`src/hw/rtl/md_pkg.sv`:
```
package md_pkg;

	localparam int HEADER_BYTES = 4;
	localparam int LEN_W        = 32;
	localparam int QUEUE_DEPTH  = 4;
	localparam int QPTR_W       = $clog2(QUEUE_DEPTH);
	localparam int QCNT_W       = $clog2(QUEUE_DEPTH + 1);

	localparam logic [1:0] MODE_RAW   = 2'd0;
	localparam logic [1:0] MODE_LEN   = 2'd1;
	localparam logic [1:0] MODE_DELIM = 2'd2;

	localparam logic [7:0] CHAR_CR = 8'h0D;
	localparam logic [7:0] CHAR_LF = 8'h0A;

	localparam logic [1:0] DELIM_FULL = 2'd3;

	typedef struct packed {
		logic [1:0] rel_cnt;
		logic       item_vld;
		logic [7:0] data;
		logic       has_byte;
		logic       last;
	} md_cmd_t;

	function automatic logic [7:0] delim_byte(input logic [1:0] idx);
		logic [7:0] res;
		unique case (idx)
			2'd0: res = CHAR_CR;
			2'd1: res = CHAR_LF;
			2'd2: res = CHAR_CR;
			default: res = CHAR_LF;
		endcase
		return res;
	endfunction

endpackage

```
`src/hw/rtl/md_rx_if.sv`:
```
interface md_rx_if;
	logic       valid;
	logic       ready;
	logic [7:0] rx_byte;

	modport source(output valid, output rx_byte, input ready);
	modport sink(input valid, input rx_byte, output ready);
endinterface

```
`src/hw/rtl/md_cfg_if.sv`:
```
interface md_cfg_if;
	logic       valid;
	logic       ready;
	logic [1:0] framing_mode;

	modport source(output valid, output framing_mode, input ready);
	modport sink(input valid, input framing_mode, output ready);
endinterface

```
`src/hw/rtl/md_msg_if.sv`:
```
interface md_msg_if;
	logic       valid;
	logic       ready;
	logic [7:0] msg_byte;
	logic       has_byte;
	logic       msg_last;

	modport source(output valid, output msg_byte, output has_byte, output msg_last,
		input ready);
	modport sink(input valid, input msg_byte, input has_byte, input msg_last,
		output ready);
endinterface

```
`src/hw/rtl/message_deframer.sv`:
```
// Splits a received byte stream into messages.
// The rx channel takes one byte per request; the msg channel gives one result
// per request: a payload byte, or a bare end marker with has_byte low.
// The cfg channel writes framing_mode: 0 and 3 pass bytes through, 1 reads a
// four-byte little-endian length then forwards that many bytes, and 2 cuts
// messages at CR LF CR LF. Every write clears the framing state and must only
// come while the block is idle.
// The front classifies each byte in the cycle it is taken and, where it yields
// output, places a command in a four-entry queue; the back expands each command
// into one to four results, one per cycle while the receiver is ready, through
// a registered output stage.
// Throughput is one byte per cycle while the queue is not full; a byte that
// releases held delimiter bytes takes the back one result at a time, which the queue absorbs.
// Reset clears the mode to passthrough and empties the queue.
// When the receiver stalls, the output register holds, the queue fills and
// rx.ready drops once the queue holds four commands.
module message_deframer (
	input  logic     clk,
	input  logic     arst_n,
	md_cfg_if.sink   cfg,
	md_rx_if.sink    rx,
	md_msg_if.source msg
);
	import md_pkg::*;

	logic    q_push;
	logic    q_full;
	logic    q_pop;
	logic    q_empty;
	md_cmd_t push_cmd;
	md_cmd_t head_cmd;

	md_front u_front (
		.clk    (clk),
		.arst_n (arst_n),
		.cfg    (cfg),
		.rx     (rx),
		.q_full (q_full),
		.q_push (q_push),
		.q_cmd  (push_cmd)
	);

	md_queue u_queue (
		.clk      (clk),
		.arst_n   (arst_n),
		.push     (q_push),
		.push_cmd (push_cmd),
		.full     (q_full),
		.pop      (q_pop),
		.head_cmd (head_cmd),
		.empty    (q_empty)
	);

	md_back u_back (
		.clk      (clk),
		.arst_n   (arst_n),
		.head_cmd (head_cmd),
		.empty    (q_empty),
		.pop      (q_pop),
		.msg      (msg)
	);

	a_no_overflow: assert property (@(posedge clk) disable iff (!arst_n)
		!(q_push && q_full)) else $error("queue written while full");

	a_no_underflow: assert property (@(posedge clk) disable iff (!arst_n)
		q_pop |-> !q_empty) else $error("queue read while empty");

	a_bare_marker: assert property (@(posedge clk) disable iff (!arst_n)
		msg.valid && !msg.has_byte |-> msg.msg_last && msg.msg_byte == 8'h00)
		else $error("bare end marker malformed");
endmodule

```
`src/hw/rtl/md_front.sv`:
```
module md_front (
	input  logic            clk,
	input  logic            arst_n,
	md_cfg_if.sink          cfg,
	md_rx_if.sink           rx,
	input  logic            q_full,
	output logic            q_push,
	output md_pkg::md_cmd_t q_cmd
);
	import md_pkg::*;

	logic [1:0]       mode_q;
	logic             in_payload_q;
	logic [1:0]       hdr_cnt_q;
	logic [LEN_W-1:0] len_q;
	logic [LEN_W-1:0] remain_q;
	logic [1:0]       match_q;

	logic             accept;
	logic [LEN_W-1:0] len_next;
	logic             hdr_done;
	md_cmd_t          cmd;

	assign cfg.ready = 1'b1;
	assign rx.ready  = !q_full;
	assign accept    = rx.valid && rx.ready;
	assign hdr_done  = (hdr_cnt_q == 2'(HEADER_BYTES - 1));

	always_comb begin
		len_next = len_q;
		unique case (hdr_cnt_q)
			2'd0: len_next[7:0]   = len_q[7:0]   | rx.rx_byte;
			2'd1: len_next[15:8]  = len_q[15:8]  | rx.rx_byte;
			2'd2: len_next[23:16] = len_q[23:16] | rx.rx_byte;
			default: len_next[31:24] = len_q[31:24] | rx.rx_byte;
		endcase
	end

	always_comb begin
		cmd = '0;
		unique case (mode_q)
			MODE_LEN: begin
				if (!in_payload_q) begin
					if (hdr_done && len_next == '0) begin
						cmd.item_vld = 1'b1;
						cmd.last     = 1'b1;
					end
				end else begin
					cmd.item_vld = 1'b1;
					cmd.data     = rx.rx_byte;
					cmd.has_byte = 1'b1;
					cmd.last     = (remain_q == LEN_W'(1));
				end
			end
			MODE_DELIM: begin
				if (rx.rx_byte == delim_byte(match_q)) begin
					if (match_q == DELIM_FULL) begin
						cmd.item_vld = 1'b1;
						cmd.last     = 1'b1;
					end
				end else begin
					cmd.rel_cnt = match_q;
					if (rx.rx_byte != CHAR_CR) begin
						cmd.item_vld = 1'b1;
						cmd.data     = rx.rx_byte;
						cmd.has_byte = 1'b1;
					end
				end
			end
			default: begin
				cmd.item_vld = 1'b1;
				cmd.data     = rx.rx_byte;
				cmd.has_byte = 1'b1;
			end
		endcase
	end

	assign q_cmd  = cmd;
	assign q_push = accept && (cmd.item_vld || cmd.rel_cnt != 2'd0);

	always_ff @(posedge clk or negedge arst_n) begin
		if (!arst_n) begin
			mode_q       <= MODE_RAW;
			in_payload_q <= 1'b0;
			hdr_cnt_q    <= '0;
			len_q        <= '0;
			remain_q     <= '0;
			match_q      <= '0;
		end else if (cfg.valid) begin
			mode_q       <= cfg.framing_mode;
			in_payload_q <= 1'b0;
			hdr_cnt_q    <= '0;
			len_q        <= '0;
			remain_q     <= '0;
			match_q      <= '0;
		end else if (accept) begin
			unique case (mode_q)
				MODE_LEN: begin
					if (!in_payload_q) begin
						if (hdr_done) begin
							hdr_cnt_q <= '0;
							len_q     <= '0;
							if (len_next != '0) begin
								in_payload_q <= 1'b1;
								remain_q     <= len_next;
							end
						end else begin
							hdr_cnt_q <= hdr_cnt_q + 2'd1;
							len_q     <= len_next;
						end
					end else begin
						remain_q <= remain_q - LEN_W'(1);
						if (remain_q == LEN_W'(1)) begin
							in_payload_q <= 1'b0;
						end
					end
				end
				MODE_DELIM: begin
					if (rx.rx_byte == delim_byte(match_q)) begin
						if (match_q == DELIM_FULL) begin
							match_q <= '0;
						end else begin
							match_q <= match_q + 2'd1;
						end
					end else if (rx.rx_byte == CHAR_CR) begin
						match_q <= 2'd1;
					end else begin
						match_q <= '0;
					end
				end
				default: begin
				end
			endcase
		end
	end
endmodule

```
`src/hw/rtl/md_queue.sv`:
```
module md_queue (
	input  logic            clk,
	input  logic            arst_n,
	input  logic            push,
	input  md_pkg::md_cmd_t push_cmd,
	output logic            full,
	input  logic            pop,
	output md_pkg::md_cmd_t head_cmd,
	output logic            empty
);
	import md_pkg::*;

	md_cmd_t           mem_q [QUEUE_DEPTH];
	logic [QPTR_W-1:0] wr_ptr_q;
	logic [QPTR_W-1:0] rd_ptr_q;
	logic [QCNT_W-1:0] count_q;

	assign full     = (count_q == QCNT_W'(QUEUE_DEPTH));
	assign empty    = (count_q == '0);
	assign head_cmd = mem_q[rd_ptr_q];

	always_ff @(posedge clk) begin
		if (push) begin
			mem_q[wr_ptr_q] <= push_cmd;
		end
	end

	always_ff @(posedge clk or negedge arst_n) begin
		if (!arst_n) begin
			wr_ptr_q <= '0;
			rd_ptr_q <= '0;
			count_q  <= '0;
		end else begin
			if (push) begin
				wr_ptr_q <= (wr_ptr_q == QPTR_W'(QUEUE_DEPTH - 1)) ? '0 :
					wr_ptr_q + QPTR_W'(1);
			end
			if (pop) begin
				rd_ptr_q <= (rd_ptr_q == QPTR_W'(QUEUE_DEPTH - 1)) ? '0 :
					rd_ptr_q + QPTR_W'(1);
			end
			if (push && !pop) begin
				count_q <= count_q + QCNT_W'(1);
			end else if (pop && !push) begin
				count_q <= count_q - QCNT_W'(1);
			end
		end
	end
endmodule

```
`src/hw/rtl/md_back.sv`:
```
module md_back (
	input  logic            clk,
	input  logic            arst_n,
	input  md_pkg::md_cmd_t head_cmd,
	input  logic            empty,
	output logic            pop,
	md_msg_if.source        msg
);
	import md_pkg::*;

	logic [1:0] idx_q;
	logic       out_vld_q;
	logic [7:0] out_byte_q;
	logic       out_has_q;
	logic       out_last_q;

	logic       load;
	logic       in_release;
	logic       final_res;
	logic [7:0] res_byte;
	logic       res_has;
	logic       res_last;

	assign load       = !empty && (!out_vld_q || msg.ready);
	assign in_release = (idx_q < head_cmd.rel_cnt);

	always_comb begin
		if (in_release) begin
			res_byte  = delim_byte(idx_q);
			res_has   = 1'b1;
			res_last  = 1'b0;
			final_res = (idx_q + 2'd1 == head_cmd.rel_cnt) && !head_cmd.item_vld;
		end else begin
			res_byte  = head_cmd.data;
			res_has   = head_cmd.has_byte;
			res_last  = head_cmd.last;
			final_res = 1'b1;
		end
	end

	assign pop = load && final_res;

	always_ff @(posedge clk or negedge arst_n) begin
		if (!arst_n) begin
			idx_q     <= '0;
			out_vld_q <= 1'b0;
		end else begin
			if (load) begin
				out_vld_q <= 1'b1;
				idx_q     <= final_res ? 2'd0 : idx_q + 2'd1;
			end else if (msg.ready) begin
				out_vld_q <= 1'b0;
			end
		end
	end

	always_ff @(posedge clk) begin
		if (load) begin
			out_byte_q <= res_byte;
			out_has_q  <= res_has;
			out_last_q <= res_last;
		end
	end

	assign msg.valid    = out_vld_q;
	assign msg.msg_byte = out_byte_q;
	assign msg.has_byte = out_has_q;
	assign msg.msg_last = out_last_q;
endmodule
```
`src/flat_wrapper.sv`:
```
// flat-port wrapper written by rule: the top's interface ports become plain ports
module message_deframer_flat import md_pkg::*;
  (clk, arst_n, cfg_valid, cfg_framing_mode, cfg_ready, rx_valid, rx_rx_byte, rx_ready, msg_valid, msg_msg_byte, msg_has_byte, msg_msg_last, msg_ready);
  md_cfg_if cfg_i ();
  md_rx_if rx_i ();
  md_msg_if msg_i ();
  input  logic clk;
  input  logic arst_n;
  input wire logic [$bits(cfg_i.valid)-1:0] cfg_valid;
  input wire logic [$bits(cfg_i.framing_mode)-1:0] cfg_framing_mode;
  output wire logic [$bits(cfg_i.ready)-1:0] cfg_ready;
  input wire logic [$bits(rx_i.valid)-1:0] rx_valid;
  input wire logic [$bits(rx_i.rx_byte)-1:0] rx_rx_byte;
  output wire logic [$bits(rx_i.ready)-1:0] rx_ready;
  output wire logic [$bits(msg_i.valid)-1:0] msg_valid;
  output wire logic [$bits(msg_i.msg_byte)-1:0] msg_msg_byte;
  output wire logic [$bits(msg_i.has_byte)-1:0] msg_has_byte;
  output wire logic [$bits(msg_i.msg_last)-1:0] msg_msg_last;
  input wire logic [$bits(msg_i.ready)-1:0] msg_ready;
  assign cfg_i.valid = cfg_valid;
  assign cfg_i.framing_mode = cfg_framing_mode;
  assign cfg_ready = cfg_i.ready;
  assign rx_i.valid = rx_valid;
  assign rx_i.rx_byte = rx_rx_byte;
  assign rx_ready = rx_i.ready;
  assign msg_valid = msg_i.valid;
  assign msg_msg_byte = msg_i.msg_byte;
  assign msg_has_byte = msg_i.has_byte;
  assign msg_msg_last = msg_i.msg_last;
  assign msg_i.ready = msg_ready;
  message_deframer u_core (.clk(clk), .arst_n(arst_n), .cfg(cfg_i), .rx(rx_i), .msg(msg_i));
endmodule
```
`config.mk`:
```
export PLATFORM = sky130hd
export DESIGN_NAME = message_deframer_flat
export DESIGN_NICKNAME = d
export VERILOG_FILES = /design/src/hw/rtl/md_pkg.sv /design/src/hw/rtl/md_rx_if.sv /design/src/hw/rtl/md_cfg_if.sv /design/src/hw/rtl/md_msg_if.sv /design/src/hw/rtl/message_deframer.sv /design/src/hw/rtl/md_front.sv /design/src/hw/rtl/md_queue.sv /design/src/hw/rtl/md_back.sv /design/src/flat_wrapper.sv
export SDC_FILE = /design/constraint.sdc
export NUM_CORES = 1
export LEC_CHECK = 0
export BUFFER_PORTS_ARGS = -buffer_cell sky130_fd_sc_hd__buf_2
export CAP_MARGIN = 20
export CORE_MARGIN = 10
export CORE_UTILIZATION = 30
export CTS_BUF_LIST = sky130_fd_sc_hd__clkbuf_2 sky130_fd_sc_hd__clkbuf_4 sky130_fd_sc_hd__clkbuf_8
export DETAILED_ROUTE_END_ITERATION = 6
export MAX_ROUTING_LAYER = met4
export SLEW_MARGIN = 20
export SYNTH_ARGS = -nofsm -noshare
export SYNTH_HDL_FRONTEND = slang
export SYNTH_HIERARCHICAL = 1
export SYNTH_SLANG_ARGS = --single-unit
```
`constraint.sdc`:
```
create_clock -name clk -period 7.7 [get_ports clk]
set_clock_uncertainty 0.1 [all_clocks]
set_input_delay 1.155 -clock clk [delete_from_list [all_inputs] [get_ports clk]]
set_output_delay 1.155 -clock clk [all_outputs]
set_load 0.01 [all_outputs]
```
# [After elaboration in Yosys (flattened, before gate mapping)]
# Memories as Yosys holds them, arrays and structs flattened.
# Cells that the tools add are included.
# Widths: inputs -> output; s select.
[word_totals] register_bits=91 ram_bits=52 in_bits=15 out_inout_bits=13 elab_cells=145 mem_count=1
[classes] n_addsub=8 n_lt_le_gt_ge=1 eq_ne=18 n_mux=62 bitwise_logic=4 n_reduce_logical=37
[memory_table] memory="u_core.u_queue.mem_q" depth=4 word_bits=13 rd=1 rd_ports_with_merged_regs=0 wr=1 line_no="md_queue.sv:13" rtl="md_cmd_t mem_q [QUEUE_DEPTH];"
[ops] cell="$mux 32" count=11
[ops] cell="$mux 8" count=8
[ops] cell="$eq 32x1->1 const B" count=1
[ops] cell="$logic_not 32->1" count=1
[ops] cell="$or 8x8->8" count=4
[ops] cell="$reduce_bool 32->1" count=1
[ops] cell="$sub 32x1->32 const B" count=1
[ops] cell="$mux 2" count=15
[ops] cell="$pmux 10 s2" count=1
[ops] cell="$mux 1" count=19
[ops] cell="$mux 9" count=2
[ops] cell="$eq 2x2->1 const B" count=8
[ops] cell="$eq 8x8->1" count=2
[ops] cell="$mux 3" count=4
[ops] cell="$reduce_bool 2->1" count=6
[ops] cell="$add 2x1->2 const B" count=5
[ops] cell="$mux 10" count=1
[ops] cell="$eq 8x4->1 const B" count=1
[ops] cell="$logic_and 1x1->1" count=8
[ops] cell="$ne 8x4->1 const B" count=1
[ops] cell="$logic_not 1->1" count=6
[ops] cell="$logic_not 2->1" count=3
[ops] cell="$reduce_bool 3->1" count=2
[ops] cell="$eq 2x1->1 const B" count=2
[ops] cell="other kinds (14)" count=17

# [Depth between registers and ports, before layout]
[logic_depth] word_depth=14 mapped_depth=16 ltp_nobuf=14

# [Cells and area by module]
# The synthesis kept the hierarchy.
[modules_own_cells] module="md_front" instances=1 cells_per_inst=558 area_each_um2=4640.7 seq_area_each_um2=1776.7
[modules_own_cells] module="md_queue" instances=1 cells_per_inst=105 area_each_um2=2321.0 seq_area_each_um2=1736.7
[modules_own_cells] module="md_back" instances=1 cells_per_inst=46 area_each_um2=636.9 seq_area_each_um2=375.4

# [Least setup slack after synthesis]
# No wires, ideal clock.
[synth_path] path_type="in2reg" start="input port rx_rx_byte[4]" end="register u_core.u_queue.count_q[2]" setup_time_ps=79 t_arrival_ps=3931 path_slack_ps=3590 stages=14 n_path_buf=2 cell_sequence="buf_2 nor4_1 a21oi_1 or4_1 buf_2 or2_2 o21ai_1 o21a_1 ha_1 inv_1 fa_1 xor2_1 nor2_1 xor2_1"
[synth_rtl] item="start, declared" line_no="flat_wrapper.sv:13" rtl="input wire logic [$bits(rx_i.rx_byte)-1:0] rx_rx_byte;"
[synth_rtl] item="end signal, assigned" line_no="md_queue.sv:43" rtl="count_q <= count_q + QCNT_W'(1);"
[synth_rtl] item="end signal, assigned" line_no="md_queue.sv:45" rtl="count_q <= count_q - QCNT_W'(1);"
[synth_rtl] item="end, declared" line_no="md_queue.sv:16" rtl="logic [QCNT_W-1:0] count_q;"

==> impl_metrics.sql <==
INSERT INTO impl_metrics (metric_group, metric, value, unit) VALUES
('synth', 'number_of_nets_produced_by_synthesis', '745', ''),
('sta', 'final_max_slew_violation_count', '0', ''),
('global_routing', 'first_pass_grt_wire_length', '30950', 'um'),
('finish', 'multi_input_comb_area', '3319', 'um2'),
('route', 'post-route-drc-count', '0', ''),
('place', 'dpl_cell_area', '7908', 'um2'),
('route', 'drt-vias-per-instance', '5.322', ''),
('place', 'io_buffers', '26', ''),
('synth', 'synthFlopType', 'sky130_fd_sc_hd__dfrtp_1', ''),
('sta', 'rsz0062_at_grt', 'false', ''),
('job', 'drv.max_cap_violation_count', '0', ''),
('finish', 'fill_cells', '2554', ''),
('global_routing', 'via_count_of_the_first_global_routing_pass', '5506', ''),
('synth', 'synthesis.instances', '709', ''),
('finish', 'layout.nets', '743', ''),
('floorplanning', 'placementRows', '58', ''),
('power_and_ir_drop', 'comb_power_share', '25.6', '%'),
('synth', 'synthesis.area_per_instance', '10.72', 'um2'),
('clocking', 'ctsLongestPathBuffers', '2', ''),
('synth', 'synth.yosys.warnings', '6', ''),
('power_and_ir_drop', 'power_density', '273.4', 'nW/um2'),
('power_and_ir_drop', 'switching_share_of_power', '31.45', '%'),
('sta', 'timing_hold_violations_final', '0', ''),
('finish', 'most-common-layout-cells', '81 x sky130_fd_sc_hd__dfrtp_1, 62 x sky130_fd_sc_hd__nor2_1, 62 x sky130_fd_sc_hd__edfxtp_1, 54 x sky130_fd_sc_hd__a21oi_1, 48 x sky130_fd_sc_hd__nand2_1', ''),
('critical_path', 'cp.required', '7.99', 'ns'),
('power_and_ir_drop', 'p_total', '2.285', 'mW'),
('global_routing', 'grt_start_max_net_pins', '52', ''),
('place', 'place_worst_setup_slack', '3.029', 'ns'),
('power_and_ir_drop', 'power.share.clock', '29.5', '%'),
('place', 'dpl.hpwl', '12900', 'um'),
('global_routing', 'globalRoute.totalOverflow', '0', ''),
('finish', 'register_area', '3889', 'um2'),
('synth', 'netlist-cell-type-count', '77', ''),
('floorplanning', 'io-pin-count', '28', ''),
('place', 'gpl.final_weighted_congestion', '0.8771', ''),
('global_routing', 'grt_antenna_before_repair', '2', ''),
('power_and_ir_drop', 'sequentialPowerShare', '44.8', '%'),
('route', 'drt-wirelength-per-cell', '18.22', 'um'),
('critical_path', 'worst_setup_path_end_kind', 'flop', ''),
('clocking', 'cts.reportedPaths.clkPinSlew', '0.08', 'ns'),
('sta', 'setup-violations-final', '0', ''),
('critical_path', 'crit_path_max_fanout', '18', ''),
('clocking', 'insertion_delay', '0.46', 'ns'),
('floorplanning', 'fp.dieH', '179.2', 'um'),
('finish', 'final_cell_area', '8358', 'um2'),
('sta', 'maxSlewHeadroom', '30.12', '%'),
('clocking', 'cts_post_setup_buffers_inserted', '0', ''),
('synth', 'syn-cell-area', '7599', 'um2'),
('power_and_ir_drop', 'internal_power', '1.567', 'mW'),
('synth', 'yosys_register_bits', '143', ''),
('status', 'outcome', 'completed', ''),
('route', 'drt_first_pass_iters', '7', ''),
('floorplanning', 'die_x', '179.2', 'um'),
('finish', 'final_layout_size_suffix_gt1_share', '16.11', '%'),
('critical_path', 'startpoint_type', 'flop', ''),
('synth', 'synth-seq-area-share', '51.18', '%'),
('route', 'first_iter_violations', '426', ''),
('synth', 'synth_edf_count', '62', ''),
('route', 'antenna_left', '0', ''),
('clocking', 'postCtsHoldBufs', '0', ''),
('clocking', 'post_cts_resize_count', '0', ''),
('clocking', 'cts_tree', 'done', ''),
('sta', 'post-route-min-period', '4.387', 'ns'),
('power_and_ir_drop', 'largest_voltage_drop_on_the_vdd_net', '0.0002274', 'V'),
('sta', 'finalCritPeriodShare', '56.97', '%'),
('clocking', 'cts-root-buf', 'sky130_fd_sc_hd__clkbuf_8', ''),
('synth', 'asr_flop_ratio_synth', '56.64', '%'),
('route', 'via_count', '5599', ''),
('clocking', 'cts_num_sinks', '143', ''),
('sta', 'worst_slew_pin_tran', '1.037', 'ns'),
('power_and_ir_drop', 'power.leakage', '3.292', 'nW');
-- area by class of cell --
class                      instances  area share, %
inverter                          27          1.213
clock buffer                      18          2.889
antenna                            2        0.05988
timing repair buffer              33          2.216
clock inverter                    14          2.440
sequential                       143          46.53
multi-input combinational        485          39.72
tap                              330          4.940
-- power by group through the flow --
| stage | Sequential [mW] | Clock (mW) | Combinational, mW |
|---|---|---|---|
| 6_report | 1.02 | 0.675 | 0.586 |
| 3_5_place_dp | 1.04 | 0 | 0.592 |
| 5_1_grt | 1.04 | 0.726 | 0.652 |
| 4_1_cts | 1.03 | 0.691 | 0.593 |
| 3_3_place_gp | 1.04 | 0 | 0.580 |
| 2_1_floorplan | 1.01 | 0 | 0.468 |
-- worst paths after layout --
check | endpoint | cells past startpoint | from | slack (ns)
max | u_core/u_queue/count_q[2] | 14 | u_core/u_front/hdr_cnt_q[0] | 3.31
min reg2reg | u_core/u_queue/count_q[2] | 1 | u_core/u_queue/count_q[2] | 0.39
max in group asynchronous | u_core/u_front/len_q[3] | 2 | arst_n | 5.90
max reg2reg | u_core/u_queue/count_q[2] | 14 | u_core/u_front/hdr_cnt_q[0] | 3.31
min | u_core/u_queue/count_q[2] | 1 | u_core/u_queue/count_q[2] | 0.39
min in group asynchronous | u_core/u_back/idx_q[1] | 1 | arst_n | 0.53
-- cells by family (layout without fill, tap and decap cells) --
logic type / after synthesis / in the layout / share of synthesized area, %
and+or+nand+nor: 244 / 244 / 17.01
AOI/OAI and AO/OA: 187 / 187 / 16.29
DFF: 143 / 143 / 51.18
buffers and inverters: 81 / 92 / 5.253
muxes: 28 / 28 / 6.208
adders and majority gates: 21 / 21 / 3.557
xor gates and xnor gates: 4 / 4 / 0.4611
other: 1 / 3 / 0.04935
-- routing by layer --
layer | track usage, % | wire, um | vias up
met5 | - | 0 | -
li1 | - | - | 2622
met4 | 5.945 | 506 | 0
met3 | 3.075 | 1192 | 33
met1 | 16.06 | 8551 | 2768
met2 | 18.99 | 8921 | 176
-- cell usage after synthesis, types with 8 or more instances --
cell                       number
sky130_fd_sc_hd__nor3_1        16
sky130_fd_sc_hd__a21oi_1       54
sky130_fd_sc_hd__o31ai_1        8
sky130_fd_sc_hd__nand3_1       11
sky130_fd_sc_hd__nor2b_1       22
sky130_fd_sc_hd__edfxtp_1      62
sky130_fd_sc_hd__buf_2         12
sky130_fd_sc_hd__nand2_1       48
sky130_fd_sc_hd__clkbuf_1      26
sky130_fd_sc_hd__nor4_1        15
sky130_fd_sc_hd__or2_2         17
sky130_fd_sc_hd__o21ai_0       27
sky130_fd_sc_hd__ha_1          20
sky130_fd_sc_hd__nor2_1        62
sky130_fd_sc_hd__mux4_2         8
sky130_fd_sc_hd__dfrtp_1       81
sky130_fd_sc_hd__inv_1         26
sky130_fd_sc_hd__or3_1         12
sky130_fd_sc_hd__a31oi_1       37
-- stage by stage --
step	hold WS [ns]	util [%]
2_1_floorplan	0.3493	-
3_3_place_gp	0.3731	31.58
3_5_place_dp	0.3728	31.58
4_1_cts	0.3958	33.36
5_1_grt	0.4144	33.38
6_report	0.3917	33.38
-- worst max-delay path, stage by stage (launching register included) --
cell	delay [ns]
sky130_fd_sc_hd__dfrtp_1	0.43
sky130_fd_sc_hd__inv_1	0.10
sky130_fd_sc_hd__ha_1	0.46
sky130_fd_sc_hd__a21oi_1	0.37
sky130_fd_sc_hd__nand3_1	0.12
sky130_fd_sc_hd__or4_1	0.64
sky130_fd_sc_hd__or2_2	0.38
sky130_fd_sc_hd__o21ai_1	0.33
sky130_fd_sc_hd__o21a_1	0.33
sky130_fd_sc_hd__ha_1	0.23
sky130_fd_sc_hd__inv_1	0.06
sky130_fd_sc_hd__fa_1	0.37
sky130_fd_sc_hd__xor2_1	0.15
sky130_fd_sc_hd__nor2_1	0.11
sky130_fd_sc_hd__xor2_1	0.15
-- sequential cells by signal (all words and copies together) (netlist names), 3 cells and up --
signal and flops:
u_core/u_back/msg.msg_byte 8, u_core/u_front/remain_q 32, u_core/u_front/len_q 32, u_core/u_queue/mem_q 52
u_core/u_queue/count_q 3
No activity file was read; power rests on OpenSTA's default activity.
